`src/rtl/ssht_pkg.sv`:
```
`default_nettype none
package ssht_pkg;

    localparam int SLOTS_DEF  = 64;
    localparam int NAME_DEF   = 32;
    localparam int SCOPES_DEF = 8;

    localparam logic [31:0] HASH_SEED = 32'd5381;
    localparam logic [15:0] NO_INDEX  = 16'hFFFF;

    typedef enum logic [1:0] {
        K_INSERT = 2'd0,
        K_LOOKUP = 2'd1,
        K_PUSH   = 2'd2,
        K_POP    = 2'd3
    } t_kind;

    typedef enum logic [2:0] {
        ST_OK          = 3'd0,
        ST_NOT_FOUND   = 3'd1,
        ST_TOO_LONG    = 3'd2,
        ST_TABLE_FULL  = 3'd3,
        ST_STACK_FULL  = 3'd4,
        ST_STACK_EMPTY = 3'd5
    } t_status;

    // controller to datapath
    typedef struct packed {
        logic    key_upd;
        logic    probe_init;
        logic    cnt_init;
        logic    meta_rd;
        logic    meta_ins;
        logic    meta_clr;
        logic    cnt_adv;
        logic    j_clr;
        logic    j_inc;
        logic    name_rd;
        logic    name_wr;
        logic    depth_inc;
        logic    depth_dec;
        logic    key_clr;
        logic    out_load;
        logic    out_found;
        t_status out_status;
    } t_cmd;

    // datapath to controller
    typedef struct packed {
        logic len_full;
        logic depth_zero;
        logic depth_full;
        logic slot_used;
        logic len_match;
        logic len_zero;
        logic byte_match;
        logic j_last;
        logic cnt_last;
        logic out_free;
    } t_sts;

endpackage
`default_nettype wire

```
`src/rtl/ssht_ctrl.sv`:
```
`default_nettype none
module ssht_ctrl (
    input  wire logic           i_clk,
    input  wire logic           i_rst_n,
    input  wire logic           i_in_valid,
    output logic                o_in_ready,
    input  wire logic [1:0]     i_kind,
    input  wire logic           i_last,
    input  wire ssht_pkg::t_sts i_sts,
    output ssht_pkg::t_cmd      o_cmd
);
    import ssht_pkg::*;

    typedef enum logic [8:0] {
        S_IDLE = 9'b000000001,
        S_FIN  = 9'b000000010,
        S_CLR  = 9'b000000100,
        S_RD   = 9'b000001000,
        S_CHK  = 9'b000010000,
        S_CMPR = 9'b000100000,
        S_CMPC = 9'b001000000,
        S_COPY = 9'b010000000,
        S_RESP = 9'b100000000
    } t_state;

    t_state  r_state, n_state;
    logic    r_ins, n_ins;
    logic    r_name, n_name;
    logic    r_found, n_found;
    t_status r_status, n_status;

    always_ff @(posedge i_clk) begin
        if (!i_rst_n) begin
            r_state <= S_IDLE;
            r_ins   <= 1'b0;
            r_name  <= 1'b0;
            r_found <= 1'b0;
            r_status <= ST_OK;
        end else begin
            r_state <= n_state;
            r_ins   <= n_ins;
            r_name  <= n_name;
            r_found <= n_found;
            r_status <= n_status;
        end
    end

    always_comb begin
        n_state    = r_state;
        n_ins      = r_ins;
        n_name     = r_name;
        n_found    = r_found;
        n_status   = r_status;
        o_cmd      = '0;
        o_in_ready = 1'b0;
        case (r_state)
            S_IDLE: begin
                o_in_ready = 1'b1;
                if (i_in_valid) begin
                    case (t_kind'(i_kind))
                        K_INSERT, K_LOOKUP: begin
                            o_cmd.key_upd = 1'b1;
                            n_ins = (t_kind'(i_kind) == K_INSERT);
                            if (i_last) begin
                                n_name  = 1'b1;
                                n_state = S_FIN;
                            end
                        end
                        K_PUSH: begin
                            n_name  = 1'b0;
                            n_found = 1'b0;
                            if (i_sts.depth_full) begin
                                n_status = ST_STACK_FULL;
                                n_state  = S_RESP;
                            end else begin
                                o_cmd.cnt_init = 1'b1;
                                n_state = S_CLR;
                            end
                        end
                        default: begin
                            n_name  = 1'b0;
                            n_found = 1'b0;
                            n_state = S_RESP;
                            if (i_sts.depth_zero) begin
                                n_status = ST_STACK_EMPTY;
                            end else begin
                                o_cmd.depth_dec = 1'b1;
                                n_status = ST_OK;
                            end
                        end
                    endcase
                end
            end
            S_FIN: begin
                n_found = 1'b0;
                if (i_sts.len_full) begin
                    n_status = ST_TOO_LONG;
                    n_state  = S_RESP;
                end else if (i_sts.depth_zero) begin
                    n_status = ST_STACK_EMPTY;
                    n_state  = S_RESP;
                end else begin
                    o_cmd.probe_init = 1'b1;
                    n_state = S_RD;
                end
            end
            S_CLR: begin
                o_cmd.meta_clr = 1'b1;
                o_cmd.cnt_adv  = 1'b1;
                if (i_sts.cnt_last) begin
                    o_cmd.depth_inc = 1'b1;
                    n_status = ST_OK;
                    n_state  = S_RESP;
                end
            end
            S_RD: begin
                o_cmd.meta_rd = 1'b1;
                n_state = S_CHK;
            end
            S_CHK: begin
                if (!i_sts.slot_used) begin
                    if (r_ins) begin
                        o_cmd.meta_ins = 1'b1;
                        o_cmd.j_clr    = 1'b1;
                        n_status = ST_OK;
                        n_state  = i_sts.len_zero ? S_RESP : S_COPY;
                    end else begin
                        n_status = ST_NOT_FOUND;
                        n_state  = S_RESP;
                    end
                end else if (!r_ins && i_sts.len_match) begin
                    if (i_sts.len_zero) begin
                        n_found  = 1'b1;
                        n_status = ST_OK;
                        n_state  = S_RESP;
                    end else begin
                        o_cmd.j_clr = 1'b1;
                        n_state = S_CMPR;
                    end
                end else if (i_sts.cnt_last) begin
                    n_status = r_ins ? ST_TABLE_FULL : ST_NOT_FOUND;
                    n_state  = S_RESP;
                end else begin
                    o_cmd.cnt_adv = 1'b1;
                    n_state = S_RD;
                end
            end
            S_CMPR: begin
                o_cmd.name_rd = 1'b1;
                n_state = S_CMPC;
            end
            S_CMPC: begin
                if (!i_sts.byte_match) begin
                    if (i_sts.cnt_last) begin
                        n_status = ST_NOT_FOUND;
                        n_state  = S_RESP;
                    end else begin
                        o_cmd.cnt_adv = 1'b1;
                        n_state = S_RD;
                    end
                end else if (i_sts.j_last) begin
                    n_found  = 1'b1;
                    n_status = ST_OK;
                    n_state  = S_RESP;
                end else begin
                    o_cmd.j_inc = 1'b1;
                    n_state = S_CMPR;
                end
            end
            S_COPY: begin
                o_cmd.name_wr = 1'b1;
                if (i_sts.j_last) begin
                    n_state = S_RESP;
                end else begin
                    o_cmd.j_inc = 1'b1;
                end
            end
            S_RESP: begin
                if (i_sts.out_free) begin
                    o_cmd.out_load   = 1'b1;
                    o_cmd.out_status = r_status;
                    o_cmd.out_found  = r_found;
                    o_cmd.key_clr    = r_name;
                    n_state = S_IDLE;
                end
            end
            default: begin
                n_state = S_IDLE;
            end
        endcase
    end
endmodule
`default_nettype wire

```
`config.mk`:
```
export PLATFORM = sky130hd
export DESIGN_NAME = ssht_ctrl
export DESIGN_NICKNAME = d
export VERILOG_FILES = /design/src/rtl/ssht_pkg.sv /design/src/rtl/ssht_ctrl.sv
export SDC_FILE = /design/constraint.sdc
export NUM_CORES = 1
export LEC_CHECK = 0
export BUFFER_PORTS_ARGS = -buffer_cell sky130_fd_sc_hd__buf_2
export CORE_MARGIN = 2
export CORE_UTILIZATION = 31
export DETAILED_ROUTE_END_ITERATION = 8
export GPL_TIMING_DRIVEN = 0
export SLEW_MARGIN = 20
export SYNTH_ARGS = -nofsm -noshare
export SYNTH_HDL_FRONTEND = slang
export SYNTH_SLANG_ARGS = --single-unit
```
`constraint.sdc`:
```
create_clock -name i_clk -period 2.4 [get_ports i_clk]
set_clock_uncertainty 0.1 [all_clocks]
set_input_delay 0.12 -clock i_clk [delete_from_list [all_inputs] [get_ports i_clk]]
set_output_delay 0.12 -clock i_clk [all_outputs]
set_load 0.02 [all_outputs]
```
==> impl_metrics.py <==
metrics = {
    "logic_synthesis": {
        "synthTopCellsByArea": "dfxtp_1, and2_1, nand2_1",
        "synth_top_area_frac": 0.247,
        "yosys_warnings": 0,
        "syn_area_um2": 1220,
        "syn_inst": 158,
        "yosys.area.top_type": "dfxtp_1",
        "synth.distinct_cells": 50,
        "synth-edff-count": 0,
        "ys_seq_elements": 15,
        "yosysSeqAreaShare": 0.247,
        "postSynth.asyncResetShare": 0,
        "synth_fp_nets": 174,
        "synth_ff_type": "dfxtp_1",
        "avgSynthCellArea_um2": 7.71,
    },
    "min_path": {
        "hp-class": "in2reg",
    },
    "clock_network": {
        "cts_tree": "done",
        "cts-buffers-inserted": 3,
        "root_buffer": "clkbuf_8",
        "clockBufferDepth": 2,
        "numClockSinks": 15,
        "clk_latency_ns": 0.25,
        "h-tree-depth": 1,
        "clk_pin_slew_ns": 0.06,
    },
    "detailed_routing": {
        "drcViolationCount": 0,
        "wl_per_cell_um": 15.1,
        "viasPerCell": 5.52,
        "firstDrtPassIters": 4,
        "drtIter0Drc": 115,
        "ant_nets": 0,
        "vias": 1358,
        "wl_um": 3710,
    },
    "floorplanning": {
        "start_util": 0.328,
        "dieArea_um2": 4440,
        "die_w_um": 66.7,
        "core_area_um2": 3720,
        "fp.dieH_um": 66.7,
        "io_pins": 36,
        "num_rows": 22,
    },
    "final_layout": {
        "finish.utilization": 0.412,
        "final_cell_mix": "buf_2, nand2_1, dfxtp_1",
        "final_nets": 215,
        "drive_gt1_frac": 0.263,
        "final_cell_area_um2": 1530,
        "syn_to_final_growth_pct": 25.7,
        "antenna_cells": 0,
        "final_common_cell": "buf_2",
        "finalNonFillerCells": 246,
    },
    "pwr": {
        "combPwrFrac": 0.403,
        "p_int_mw": 0.527,
        "power_frac_clock": 0.242,
        "p_leak_nw": 0.746,
        "sw_frac_of_total": 0.384,
        "power.density_nw_per_um2": 559,
        "total_power_mw": 0.855,
        "switchingPower_mw": 0.328,
        "power_frac_seq": 0.356,
        "ir_drop_v": 0.000313,
    },
    "setup_path": {
        "critPathKind": "reg2out",
        "cpMaxStageDelayCell": "nor4_2",
        "critPathLaunch": "r_state[2]$_SDFFE_PN0P_",
        "r2r_end": "r_status[1]$_SDFFE_PN0P_",
        "reg2reg_depth": 6,
        "cp-start-kind": "flip-flop",
        "critPathCaptureType": "primary output",
        "arrival_ns": 2.04,
        "rrSetupSlack_ns": 0.15,
        "worstSetupEndpoint": "o_cmd[3]",
        "crit_cells": 6,
        "cp_num_buf_inv": 2,
        "path_cells": "buf_6 -> nor4_2 -> nand2_1 -> nor3_4 -> and2_1 -> buf_2",
        "r2r-start": "r_state[7]$_SDFFE_PN0P_",
        "critPathTopFamily": "simple AND/OR/NAND/NOR gates",
        "worstPathMaxFanout": 9,
        "cpPeakStageDelay_ns": 0.38,
        "worstPathRequired_ns": 2.18,
    },
    "place": {
        "io_buffers": 34,
        "gp_congestion": 0.865,
        "place_inst": 240,
        "hpwlAfterDp_um": 2800,
        "dpl_cell_area_um2": 1450,
        "dp_worst_setup_slack_ns": 0.0785,
    },
    "timing": {
        "setup_tns_ns": 0,
        "hold_viol_final": 0,
        "tightest_slew_ns": 0.570,
        "worst_slack_ns": 0.143,
        "max_slew_margin": 0.617,
        "max_freq_mhz": 443,
        "setup_violations": 0,
        "hold_slack_ns": 0.0247,
        "period_needed_ns": 2.26,
        "fin_crit_sh": 0.941,
        "maxSlewViolCount": 0,
        "rsz0062_at_grt": "no",
    },
    "status": {
        "status": "complete, no violations",
    },
    "global_route": {
        "antenna_found_initial": 0,
        "grt_pass1_vias": 1254,
        "grt_pass1_wl_um": 5980,
        "grt_max_degree": 11,
        "gr-total-overflow": 0,
        "grt_usage": 0.175,
    },
    "job": {
        "cap_violations": 0,
    },
}
-- metal layers --
metal	share of wire	vias up	track usage
li1	-	676	-
met1	0.46	635	0.238
met2	0.48	45	0.284
met3	0.056	2	0.0355
met4	0.0035	0	0.0357
met5	0	-	0
-- worst min-delay path by stage --
stage                    from  depth (start not counted)  slack (ns)                       to
floorplan           i_kind[1]                          1         0.1  r_state[1]$_SDFFE_PN0P_
global placement    i_kind[1]                          2        0.29  r_state[1]$_SDFFE_PN0P_
detailed placement  i_kind[1]                          2        0.29  r_state[1]$_SDFFE_PN0P_
CTS                 i_kind[1]                          2        0.03  r_state[1]$_SDFFE_PN0P_
global route        i_kind[1]                          2        0.04  r_state[1]$_SDFFE_PN0P_
finish              i_kind[1]                          2        0.02  r_state[1]$_SDFFE_PN0P_
-- layout make-up --
class | instances | area, um^2
sequential | 15 | 300
timing repair buffer | 36 | 185
clock buffer | 4 | 45.0
inverter | 9 | 33.8
fill | 413 | 2190
tap | 48 | 60.1
multi-input combinational | 129 | 877
buffer | 5 | 28.8
-- cell usage after synthesis (all sizes together), types with 2 or more instances --
| master | instances |
|---|---|
| clkbuf | 2 |
| nor2 | 14 |
| o22ai | 2 |
| o221ai | 3 |
| and3 | 4 |
| o21ai | 7 |
| nor3 | 8 |
| and2b | 2 |
| nand4b | 2 |
| nand3 | 10 |
| inv | 9 |
| buf | 3 |
| nand2b | 3 |
| o211a | 3 |
| xnor2 | 3 |
| nor2b | 3 |
| nand2 | 15 |
| nor3b | 6 |
| and2 | 9 |
| o211ai | 2 |
| nor4 | 3 |
| mux2i | 2 |
| o21a | 2 |
| o32ai | 2 |
| dfxtp | 15 |
| nand4 | 2 |
| a31oi | 4 |
-- power groups by stage --
stage	combinational, mW	clock [mW]	sequential (mW)
final	0.344	0.207	0.304
after global placement	0.325	0	0.309
after detailed placement	0.325	0	0.308
after CTS	0.335	0.209	0.304
after global routing	0.379	0.226	0.308
after floorplan	0.237	0	0.301
-- repair_timing --
item                       CTS  global route
hold buffers                 0             0
resized for setup            2             2
hold endpoints to repair     0             0
setup endpoints to repair    7             4
pin swaps                    1             0
setup buffers                2             0
-- registers in the layout, summed over array words and instances, names as in the netlist --
name and cells:
r_state 9, r_ins 1, r_status 3, r_found 1
r_name 1
-- cell families (layout without fill, tap and decap cells) --
kind of cell              Yosys count  after routing  share of synthesized area
xor gates and xnor gates            4              4                     0.0288
AOI/OAI and AO/OA                  37             37                      0.243
buffers and inverters              14             54                     0.0514
DFF                                15             15                      0.247
muxes                               2              2                     0.0164
and+or+nand+nor                    86             86                      0.414
No activity file was read; power rests on OpenSTA's default activity.
